<file path="src/taiir_pkg.sv">
// Package for the three-axis fourth-order IIR lowpass core.
// Holds payload word types, fixed-point constants, coefficient tables and MAC control types.
// No dependencies.
`default_nettype none

package taiir_pkg;

   localparam int AXIS_COUNT = 3;
   localparam int SAMPLE_W   = 16;
   localparam int HIST_W     = 40;
   localparam int COEF_W     = 32;
   localparam int COEF_FRAC  = 28;
   localparam int OPND_W     = 21;
   localparam int PROD_W     = OPND_W + COEF_W;
   localparam int SPLIT_W    = 20;
   localparam int TAP_MAX    = 8;
   localparam int TAP_IDX_W  = $clog2(TAP_MAX + 1);

   localparam logic signed [HIST_W-1:0]   HIST_MAX   = {1'b0, {(HIST_W-1){1'b1}}};
   localparam logic signed [HIST_W-1:0]   HIST_MIN   = {1'b1, {(HIST_W-1){1'b0}}};
   localparam logic signed [SAMPLE_W-1:0] SAMPLE_MAX = {1'b0, {(SAMPLE_W-1){1'b1}}};
   localparam logic signed [SAMPLE_W-1:0] SAMPLE_MIN = {1'b1, {(SAMPLE_W-1){1'b0}}};

   // Feed-forward taps in Q4.28; higher taps are zero.
   localparam logic signed [COEF_W-1:0] COEF_B [0:TAP_MAX] = '{
      32'sd49182, 32'sd196727, 32'sd295090, 32'sd196727, 32'sd49182,
      32'sd0, 32'sd0, 32'sd0, 32'sd0};

   // Feedback taps already negated, Q4.28; tap zero is never used.
   localparam logic signed [COEF_W-1:0] NEG_COEF_A [0:TAP_MAX] = '{
      32'sd0, 32'sd897666375, -32'sd1137861378, 32'sd646753048, -32'sd138909497,
      32'sd0, 32'sd0, 32'sd0, 32'sd0};

   typedef struct packed {
      logic signed [SAMPLE_W-1:0] x_sample;
      logic signed [SAMPLE_W-1:0] y_sample;
      logic signed [SAMPLE_W-1:0] z_sample;
      logic                       send_enable;
   } req_type;

   typedef struct packed {
      logic signed [SAMPLE_W-1:0] x_filtered;
      logic signed [SAMPLE_W-1:0] y_filtered;
      logic signed [SAMPLE_W-1:0] z_filtered;
   } rsp_type;

   typedef enum logic [1:0] {
      SHIFT_NONE,
      SHIFT_SPLIT,
      SHIFT_FRAC
   } shift_type;

   typedef struct packed {
      logic      issue;
      logic      clear;
      shift_type shift;
   } mac_ctrl_type;

endpackage

`default_nettype wire

</file>
<file path="src/taiir_mac.sv">
// Shared multiply-accumulate unit of the IIR lowpass core.
// A registered 21 x 32 signed multiplier feeding a wide shifted accumulator.
// Depends on taiir_pkg.
`default_nettype none

module taiir_mac #(
   parameter int HISTORY_FRACTION_BITS = 16,
   parameter int ACC_W                 = 77
) (
   input  wire                                  clock,
   input  wire                                  reset,
   input  wire taiir_pkg::mac_ctrl_type         ctrl,
   input  wire logic signed [taiir_pkg::OPND_W-1:0] op_a,
   input  wire logic signed [taiir_pkg::COEF_W-1:0] op_c,
   output logic signed [ACC_W-1:0]              acc
);
   import taiir_pkg::*;

   logic signed [PROD_W-1:0] prod_in;
   logic signed [PROD_W-1:0] prod_ff;
   shift_type                shift_ff;
   logic                     valid_ff;
   logic signed [ACC_W-1:0]  prod_ext;
   logic signed [ACC_W-1:0]  addend;
   logic signed [ACC_W-1:0]  acc_ff;

   assign prod_in  = op_a * op_c;
   assign prod_ext = {{(ACC_W-PROD_W){prod_ff[PROD_W-1]}}, prod_ff};

   always_comb begin
      unique case (shift_ff)
         SHIFT_NONE:  addend = prod_ext;
         SHIFT_SPLIT: addend = prod_ext <<< SPLIT_W;
         SHIFT_FRAC:  addend = prod_ext <<< HISTORY_FRACTION_BITS;
         default:     addend = prod_ext;
      endcase
   end

   always_ff @(posedge clock) begin
      if (reset) begin
         valid_ff <= 1'b0;
      end else begin
         valid_ff <= ctrl.issue;
      end
      prod_ff  <= prod_in;
      shift_ff <= ctrl.shift;
   end

   always_ff @(posedge clock) begin
      if (ctrl.clear) begin
         acc_ff <= '0;
      end else if (valid_ff) begin
         acc_ff <= acc_ff + addend;
      end
   end

   assign acc = acc_ff;

endmodule

`default_nettype wire

</file>
<file path="src/three_axis_iir_lowpass_core.sv">
// A new word is taken only after the previous one has been fully processed, since the
// single shared multiplier takes 3*FILTER_ORDER+1 products per axis in turn.
// req_ready is high only while the sequencer is idle; a finished result waits in its own register.
// Reset is synchronous and clears the sequencer, the output valid and all filter history.
`default_nettype none

module three_axis_iir_lowpass_core #(
   parameter int FILTER_ORDER          = 4,
   parameter int HISTORY_FRACTION_BITS = 16
) (
   input  wire                 clock,
   input  wire                 reset,
   input  wire                 req_valid,
   output logic                req_ready,
   input  wire taiir_pkg::req_type req_data,
   output logic                rsp_valid,
   input  wire                 rsp_ready,
   output taiir_pkg::rsp_type  rsp_data
);
   import taiir_pkg::*;

   // Accumulator is wide enough for every product, shifted, summed over all taps.
   localparam int ACC_W  = HIST_W + COEF_W + $clog2(2*FILTER_ORDER + 2) + 1;
   localparam int QW     = ACC_W - COEF_FRAC;
   localparam int OW     = HIST_W - HISTORY_FRACTION_BITS;
   localparam int AX_W   = (AXIS_COUNT > 1) ? $clog2(AXIS_COUNT) : 1;
   localparam int TAP_W  = $clog2(FILTER_ORDER + 1);
   localparam int HIDX_W = (FILTER_ORDER > 1) ? $clog2(FILTER_ORDER) : 1;
   localparam logic [AX_W-1:0]  AX_LAST  = AX_W'(AXIS_COUNT - 1);
   localparam logic [TAP_W-1:0] TAP_LAST = TAP_W'(FILTER_ORDER);

   typedef enum logic [2:0] {
      S_IDLE,
      S_MAC,
      S_DRAIN,
      S_RESOLVE,
      S_UPDATE,
      S_DONE
   } state_type;

   state_type                  state_ff;
   logic [AX_W-1:0]            ax_ff;
   logic [TAP_W-1:0]           tap_ff;
   logic [1:0]                 sub_ff;
   req_type                    req_ff;
   logic signed [HIST_W-1:0]   ynew_ff;
   logic signed [HIST_W-1:0]   ynew_in;
   logic signed [SAMPLE_W-1:0] res_ff [AXIS_COUNT];
   logic signed [SAMPLE_W-1:0] res_in;
   logic                       rsp_valid_ff;
   rsp_type                    rsp_data_ff;

   // Per-axis delay lines: index zero holds the most recent item.
   logic signed [SAMPLE_W-1:0] xh_ff [AXIS_COUNT][FILTER_ORDER];
   logic signed [HIST_W-1:0]   yh_ff [AXIS_COUNT][FILTER_ORDER];

   logic signed [SAMPLE_W-1:0] sample [AXIS_COUNT];
   logic [HIDX_W-1:0]          hidx;
   logic signed [SAMPLE_W-1:0] xh_rd;
   logic signed [HIST_W-1:0]   yh_rd;
   mac_ctrl_type               mac_ctrl;
   logic signed [OPND_W-1:0]   op_a;
   logic signed [COEF_W-1:0]   op_c;
   logic signed [ACC_W-1:0]    acc;

   logic signed [QW-1:0]       q_floor;
   logic signed [QW-1:0]       q_trunc;
   logic                       q_up;
   logic                       q_fits;
   logic signed [OW-1:0]       o_floor;
   logic signed [OW-1:0]       o_trunc;
   logic                       o_up;
   logic                       o_fits;

   assign sample[0] = req_ff.x_sample;
   assign sample[1] = req_ff.y_sample;
   assign sample[2] = req_ff.z_sample;

   // ------------------------------------------------------------------
   // Operand selection. Each axis runs x*b0, then for every tap i the
   // feed-forward product, and the feedback product split into a low
   // unsigned half and a high signed half of the 40-bit history value.
   // Input terms are shifted up by the history fraction so that they
   // line up with the feedback terms in the accumulator.
   // ------------------------------------------------------------------
   assign hidx  = HIDX_W'(tap_ff - TAP_W'(1));
   assign xh_rd = xh_ff[ax_ff][hidx];
   assign yh_rd = yh_ff[ax_ff][hidx];

   always_comb begin
      mac_ctrl.issue = (state_ff == S_MAC);
      mac_ctrl.clear = (state_ff == S_IDLE) || (state_ff == S_UPDATE);
      priority if (tap_ff == '0) begin
         op_a           = {{(OPND_W-SAMPLE_W){sample[ax_ff][SAMPLE_W-1]}}, sample[ax_ff]};
         op_c           = COEF_B[TAP_IDX_W'(tap_ff)];
         mac_ctrl.shift = SHIFT_FRAC;
      end else if (sub_ff == 2'd0) begin
         op_a           = {{(OPND_W-SAMPLE_W){xh_rd[SAMPLE_W-1]}}, xh_rd};
         op_c           = COEF_B[TAP_IDX_W'(tap_ff)];
         mac_ctrl.shift = SHIFT_FRAC;
      end else if (sub_ff == 2'd1) begin
         op_a           = {1'b0, yh_rd[SPLIT_W-1:0]};
         op_c           = NEG_COEF_A[TAP_IDX_W'(tap_ff)];
         mac_ctrl.shift = SHIFT_NONE;
      end else begin
         op_a           = {yh_rd[HIST_W-1], yh_rd[HIST_W-1:SPLIT_W]};
         op_c           = NEG_COEF_A[TAP_IDX_W'(tap_ff)];
         mac_ctrl.shift = SHIFT_SPLIT;
      end
   end

   taiir_mac #(
      .HISTORY_FRACTION_BITS (HISTORY_FRACTION_BITS),
      .ACC_W                 (ACC_W)
   ) u_mac (
      .clock (clock),
      .reset (reset),
      .ctrl  (mac_ctrl),
      .op_a  (op_a),
      .op_c  (op_c),
      .acc   (acc)
   );

   // ------------------------------------------------------------------
   // New history value: the accumulator divided by 2^28, truncated
   // toward zero (a negative sum with a non-zero fraction is rounded up)
   // and saturated to signed 40 bits.
   // ------------------------------------------------------------------
   assign q_floor = acc[ACC_W-1:COEF_FRAC];
   assign q_up    = acc[ACC_W-1] & (|acc[COEF_FRAC-1:0]);
   assign q_trunc = q_floor + QW'(q_up);
   assign q_fits  = (&q_trunc[QW-1:HIST_W-1]) | ~(|q_trunc[QW-1:HIST_W-1]);
   assign ynew_in = q_fits ? q_trunc[HIST_W-1:0] : (q_trunc[QW-1] ? HIST_MIN : HIST_MAX);

   // Result value: the history value with its fraction dropped toward
   // zero, saturated to signed 16 bits.
   assign o_floor = ynew_ff[HIST_W-1:HISTORY_FRACTION_BITS];
   assign o_up    = ynew_ff[HIST_W-1] & (|ynew_ff[HISTORY_FRACTION_BITS-1:0]);
   assign o_trunc = o_floor + OW'(o_up);
   assign o_fits  = (&o_trunc[OW-1:SAMPLE_W-1]) | ~(|o_trunc[OW-1:SAMPLE_W-1]);
   assign res_in  = o_fits ? o_trunc[SAMPLE_W-1:0] : (o_trunc[OW-1] ? SAMPLE_MIN : SAMPLE_MAX);

   // ------------------------------------------------------------------
   // Sequencer. Axes are filtered one after another; within an axis the
   // tap counter and the sub-step counter walk through the products.
   // The history is updated for every word, but the result word is only
   // loaded into the output register when send_enable was set.
   // ------------------------------------------------------------------
   always_ff @(posedge clock) begin
      if (reset) begin
         state_ff     <= S_IDLE;
         ax_ff        <= '0;
         tap_ff       <= '0;
         sub_ff       <= '0;
         rsp_valid_ff <= 1'b0;
      end else begin
         // A word taken while the next one is being loaded keeps valid high.
         if (rsp_valid_ff && rsp_ready &&
             !(state_ff == S_DONE && req_ff.send_enable)) begin
            rsp_valid_ff <= 1'b0;
         end
         unique case (state_ff)
            S_IDLE: begin
               if (req_valid) begin
                  req_ff   <= req_data;
                  ax_ff    <= '0;
                  tap_ff   <= '0;
                  sub_ff   <= '0;
                  state_ff <= S_MAC;
               end
            end
            S_MAC: begin
               if (tap_ff == '0) begin
                  tap_ff <= TAP_W'(1);
                  sub_ff <= '0;
               end else if (sub_ff == 2'd2) begin
                  sub_ff <= '0;
                  if (tap_ff == TAP_LAST) begin
                     state_ff <= S_DRAIN;
                  end else begin
                     tap_ff <= tap_ff + TAP_W'(1);
                  end
               end else begin
                  sub_ff <= sub_ff + 2'd1;
               end
            end
            S_DRAIN: begin
               state_ff <= S_RESOLVE;
            end
            S_RESOLVE: begin
               ynew_ff  <= ynew_in;
               state_ff <= S_UPDATE;
            end
            S_UPDATE: begin
               res_ff[ax_ff] <= res_in;
               tap_ff        <= '0;
               sub_ff        <= '0;
               if (ax_ff == AX_LAST) begin
                  state_ff <= S_DONE;
               end else begin
                  ax_ff    <= ax_ff + AX_W'(1);
                  state_ff <= S_MAC;
               end
            end
            S_DONE: begin
               if (!req_ff.send_enable) begin
                  state_ff <= S_IDLE;
               end else if (!rsp_valid_ff || rsp_ready) begin
                  rsp_valid_ff            <= 1'b1;
                  rsp_data_ff.x_filtered <= res_ff[0];
                  rsp_data_ff.y_filtered <= res_ff[1];
                  rsp_data_ff.z_filtered <= res_ff[2];
                  state_ff                <= S_IDLE;
               end
            end
            default: begin
               state_ff <= S_IDLE;
            end
         endcase
      end
   end

   // History shift for the axis just finished.
   always_ff @(posedge clock) begin
      if (reset) begin
         for (int a = 0; a < AXIS_COUNT; a++) begin
            for (int t = 0; t < FILTER_ORDER; t++) begin
               xh_ff[a][t] <= '0;
               yh_ff[a][t] <= '0;
            end
         end
      end else if (state_ff == S_UPDATE) begin
         xh_ff[ax_ff][0] <= sample[ax_ff];
         yh_ff[ax_ff][0] <= ynew_ff;
         for (int t = 1; t < FILTER_ORDER; t++) begin
            xh_ff[ax_ff][t] <= xh_ff[ax_ff][t-1];
            yh_ff[ax_ff][t] <= yh_ff[ax_ff][t-1];
         end
      end
   end

   assign req_ready = (state_ff == S_IDLE);
   assign rsp_valid = rsp_valid_ff;
   assign rsp_data  = rsp_data_ff;

`ifndef SYNTH
   // A result word only appears at the end of a word that asked for one.
   a_rsp_from_done: assert property (@(posedge clock) disable iff (reset)
      $rose(rsp_valid_ff) |-> ($past(state_ff == S_DONE) && $past(req_ff.send_enable)))
      else $error("result word raised outside the final step or without send_enable");

   // The tap counter never walks past the filter order.
   a_tap_bound: assert property (@(posedge clock) disable iff (reset)
      (state_ff == S_MAC) |-> (tap_ff <= TAP_LAST && sub_ff != 2'd3))
      else $error("tap sequencer out of range");

   // The history only moves in the update step.
   a_hist_hold: assert property (@(posedge clock) disable iff (reset)
      (state_ff != S_UPDATE) |=> ($stable(yh_ff[0][0]) && $stable(xh_ff[0][0])))
      else $error("filter history changed outside the update step");

   // A new word is only taken once the previous one has fully finished.
   a_accept_idle: assert property (@(posedge clock) disable iff (reset)
      (req_valid && req_ready) |=> (state_ff == S_MAC && ax_ff == '0 && tap_ff == '0))
      else $error("word accepted without restarting the sequencer");
`endif

endmodule

`default_nettype wire

</file>
<file path="config.mk">
export PLATFORM = sky130hd
export DESIGN_NAME = three_axis_iir_lowpass_core
export DESIGN_NICKNAME = d
export VERILOG_FILES = /design/src/taiir_pkg.sv /design/src/taiir_mac.sv /design/src/three_axis_iir_lowpass_core.sv
export SDC_FILE = /design/constraint.sdc
export NUM_CORES = 2
export LEC_CHECK = 0
export BUFFER_PORTS_ARGS = -buffer_cell sky130_fd_sc_hd__buf_2
export CAP_MARGIN = 20
export CORE_ASPECT_RATIO = 0.8
export CORE_MARGIN = 2
export CORE_UTILIZATION = 50
export CTS_CLUSTER_DIAMETER = 30
export DETAILED_ROUTE_END_ITERATION = 8
export PLACE_DENSITY_LB_ADDON = 0.05
export REMOVE_ABC_BUFFERS = 1
export SLEW_MARGIN = 20
export SYNTH_ARGS = -nofsm -noshare
export SYNTH_HDL_FRONTEND = slang
export SYNTH_SLANG_ARGS = --single-unit
</file>
<file path="constraint.sdc">
create_clock -name clock -period 19.05 [get_ports clock]
set_clock_uncertainty 0.15 [all_clocks]
set_input_delay 1.905 -clock clock [delete_from_list [all_inputs] [get_ports clock]]
set_output_delay 1.905 -clock clock [all_outputs]
set_load 0.03 [all_outputs]
</file>
==> reports/results.tsv <==
metric	value	unit
vias per std cell	5.76	
setup violators final	0	
Slew Viols, Final	0	
Final period util	63.5	%
DR DRC count	0	
Avg WL per Cell	25.7	um
maximum VDD drop	0.464	mV
GRT Overall Usage	28.9	%
Die Height	362	um
global-route wire length before repair	349000	um
Row Count	131	
minimum hold slack	260	ps
P&R area growth vs syn	13.6	%
Top delay family on crit path	adder cells	
DPL Wire Length	164000	um
Routed Antenna Nets	0	
vias post-DR	52200	
CP Capture Type	flop	
ANT cells	0	
DP Area	0.0828	mm^2
Finished Cell Area	0.0910	mm^2
Root Buffer	clkbuf_16	
post-CTS sizing	0	
WL final	233000	um
CTS tree	built	
setup TNS	0	ps
top-area cell type share of the netlist area	40.5	%
worst min path class	reg2reg	
P_leak	0.0376	uW
Worst Setup Start Kind	flop	
width of the die	451	um
fin crit period	12100	ps
Pwr Density	158	mW/mm^2
clk sinks	1227	
fmax	82.6	MHz
most frequent cells in the layout	edfxtp_1, inv_1, and2_1, fa_1, nor2_1	
pre-CTS setup slack	6960	ps
syn avg cell area	12.0	um^2
EDFF count, synth	1081	
Detailed Routing Iterations Pass 1	6	
Yosys warnings	0	
WP data required	19590	ps
top_reg_cell synth	edfxtp_1	
status	finished clean	
setup ws final	6950	ps
Relative slew margins	23.0	%
die footprint	0.163	mm^2
RSZ-0062 raised after global routing	false	
hold_buf cts	0	
synthesized instance count	6654	
max cap viols	0	
vias in the first global route	52300	
worst-path maximum fanout	92	
initial antenna violation count	11	
Reg clk slew, reported paths	50	ps
Initial Util	50.3	%
# Post-CTS Setup Buffers	0	
sequential share of the synthesized area	44.2	%
H-tree depth	4	
Buffers on Ports	102	
CP peak stage delay	770	ps
largest net degree at the start of global routing	171	
DRC marker count from the first detailed-route iteration	5109	
Synth area leaders	edfxtp_1, fa_1, mux4_2	
min-delay src	res_ff[0][14]	
Critical Path AT	12640	ps
synthesized area	0.0801	mm^2
ys async rst share	0	%
Num CTS Buffers	235	
core area	0.159	mm^2
fraction of layout cells with a size suffix above 1	14.2	%
global placement routability congestion	0.977	
Yosys reg bits	1227	
measured slew at the worst slew-check pin	1150	ps
Crit Path Class	reg2reg	
Hold Fails Final Rpt	0	
clk buf depth	3	
CP bufs+invs	7	
area leader, netlist	edfxtp_1	
# IOs	103	
Clock Latency Late Sink	850	ps
critical path's slowest cell	buf_4	
most common cell after layout, fill and taps aside	edfxtp_1	
Final nets	7677	
most used cell, CP	fa_1	
post-synth cell types	87	
GR Overflow Total	0	
## cells by family after synthesis
kind of cell | share of synthesized area, %
and+or+nand+nor | 12.8
muxes | 8.79
xor gates and xnor gates | 1.91
DFF | 44.2
AOI/OAI and AO/OA | 6.21
buffers and inverters | 6.00
adders and majority gates | 20.1
## cells in the mapped netlist, types with 25 or more instances
cell      number
o21ai_0      179
buf_2         57
and3_1        60
a22oi_1       55
a31oi_1       25
a21oi_1      201
a21o_1        87
mux2i_1       71
ha_1         247
xnor2_1       98
nand4_1       53
nor2_1       459
xor2_1        77
and2_1       714
mux4_2       280
nor3_1        43
fa_1         649
edfxtp_1    1081
clkbuf_1     272
nand3_1       56
inv_1        862
o21a_1        31
nand2_1      447
nand2b_1      62
dfxtp_1      146
## path summary, 6_finish.rpt
kind / end / slack [ps] / depth (start not counted)
setup / recovery: u_mac.prod_ff[51] / 6950 / 29
hold / removal: rsp_data[46] / 260 / 0
setup reg to reg: u_mac.prod_ff[51] / 6950 / 29
hold reg to reg: rsp_data[46] / 260 / 0
## metal layers
metal,wire length [um],track usage [%]
met3,22200,7.49
met4,4480,6.53
met1,107000,44.8
met2,98500,40.5
met5,13,0
## power by group
| part | internal [uW] | switching [uW] | total, uW |
|---|---|---|---|
| Clock | 2690 | 1490 | 4190 |
| Sequential | 3130 | 130 | 3260 |
| Combinational | 2600 | 4350 | 6950 |
| Total | 8420 | 5970 | 14400 |
## cell type report
class | count | area [um^2]
flip-flops and latches | 1227 | 35400
clock inverters | 185 | 2200
inverters | 863 | 3240
multi-input cells | 4194 | 40100
repair buffers | 207 | 1360
fillers | 13100 | 68200
well taps | 2128 | 2660
clock buffers | 255 | 5990
## state kept, by name, indices dropped and copies added (netlist names), 40 cells and up, named ones only
signal         cells
res_ff            48
ynew_ff           40
u_mac.acc         77
xh_ff            256
req_ff            49
rsp_data          48
u_mac.prod_ff     53
yh_ff            640
## metrics by stage
step	total power (uW)	util, %	instances
after floorplan	7690	-	6284
after global placement	10000	52.0	8617
after detailed placement	9910	52.0	8617
after CTS	14300	57.1	9057
after global routing	15300	57.2	9059
final	14400	57.2	9059
Note: power is estimated with default switching activity, not from simulation.
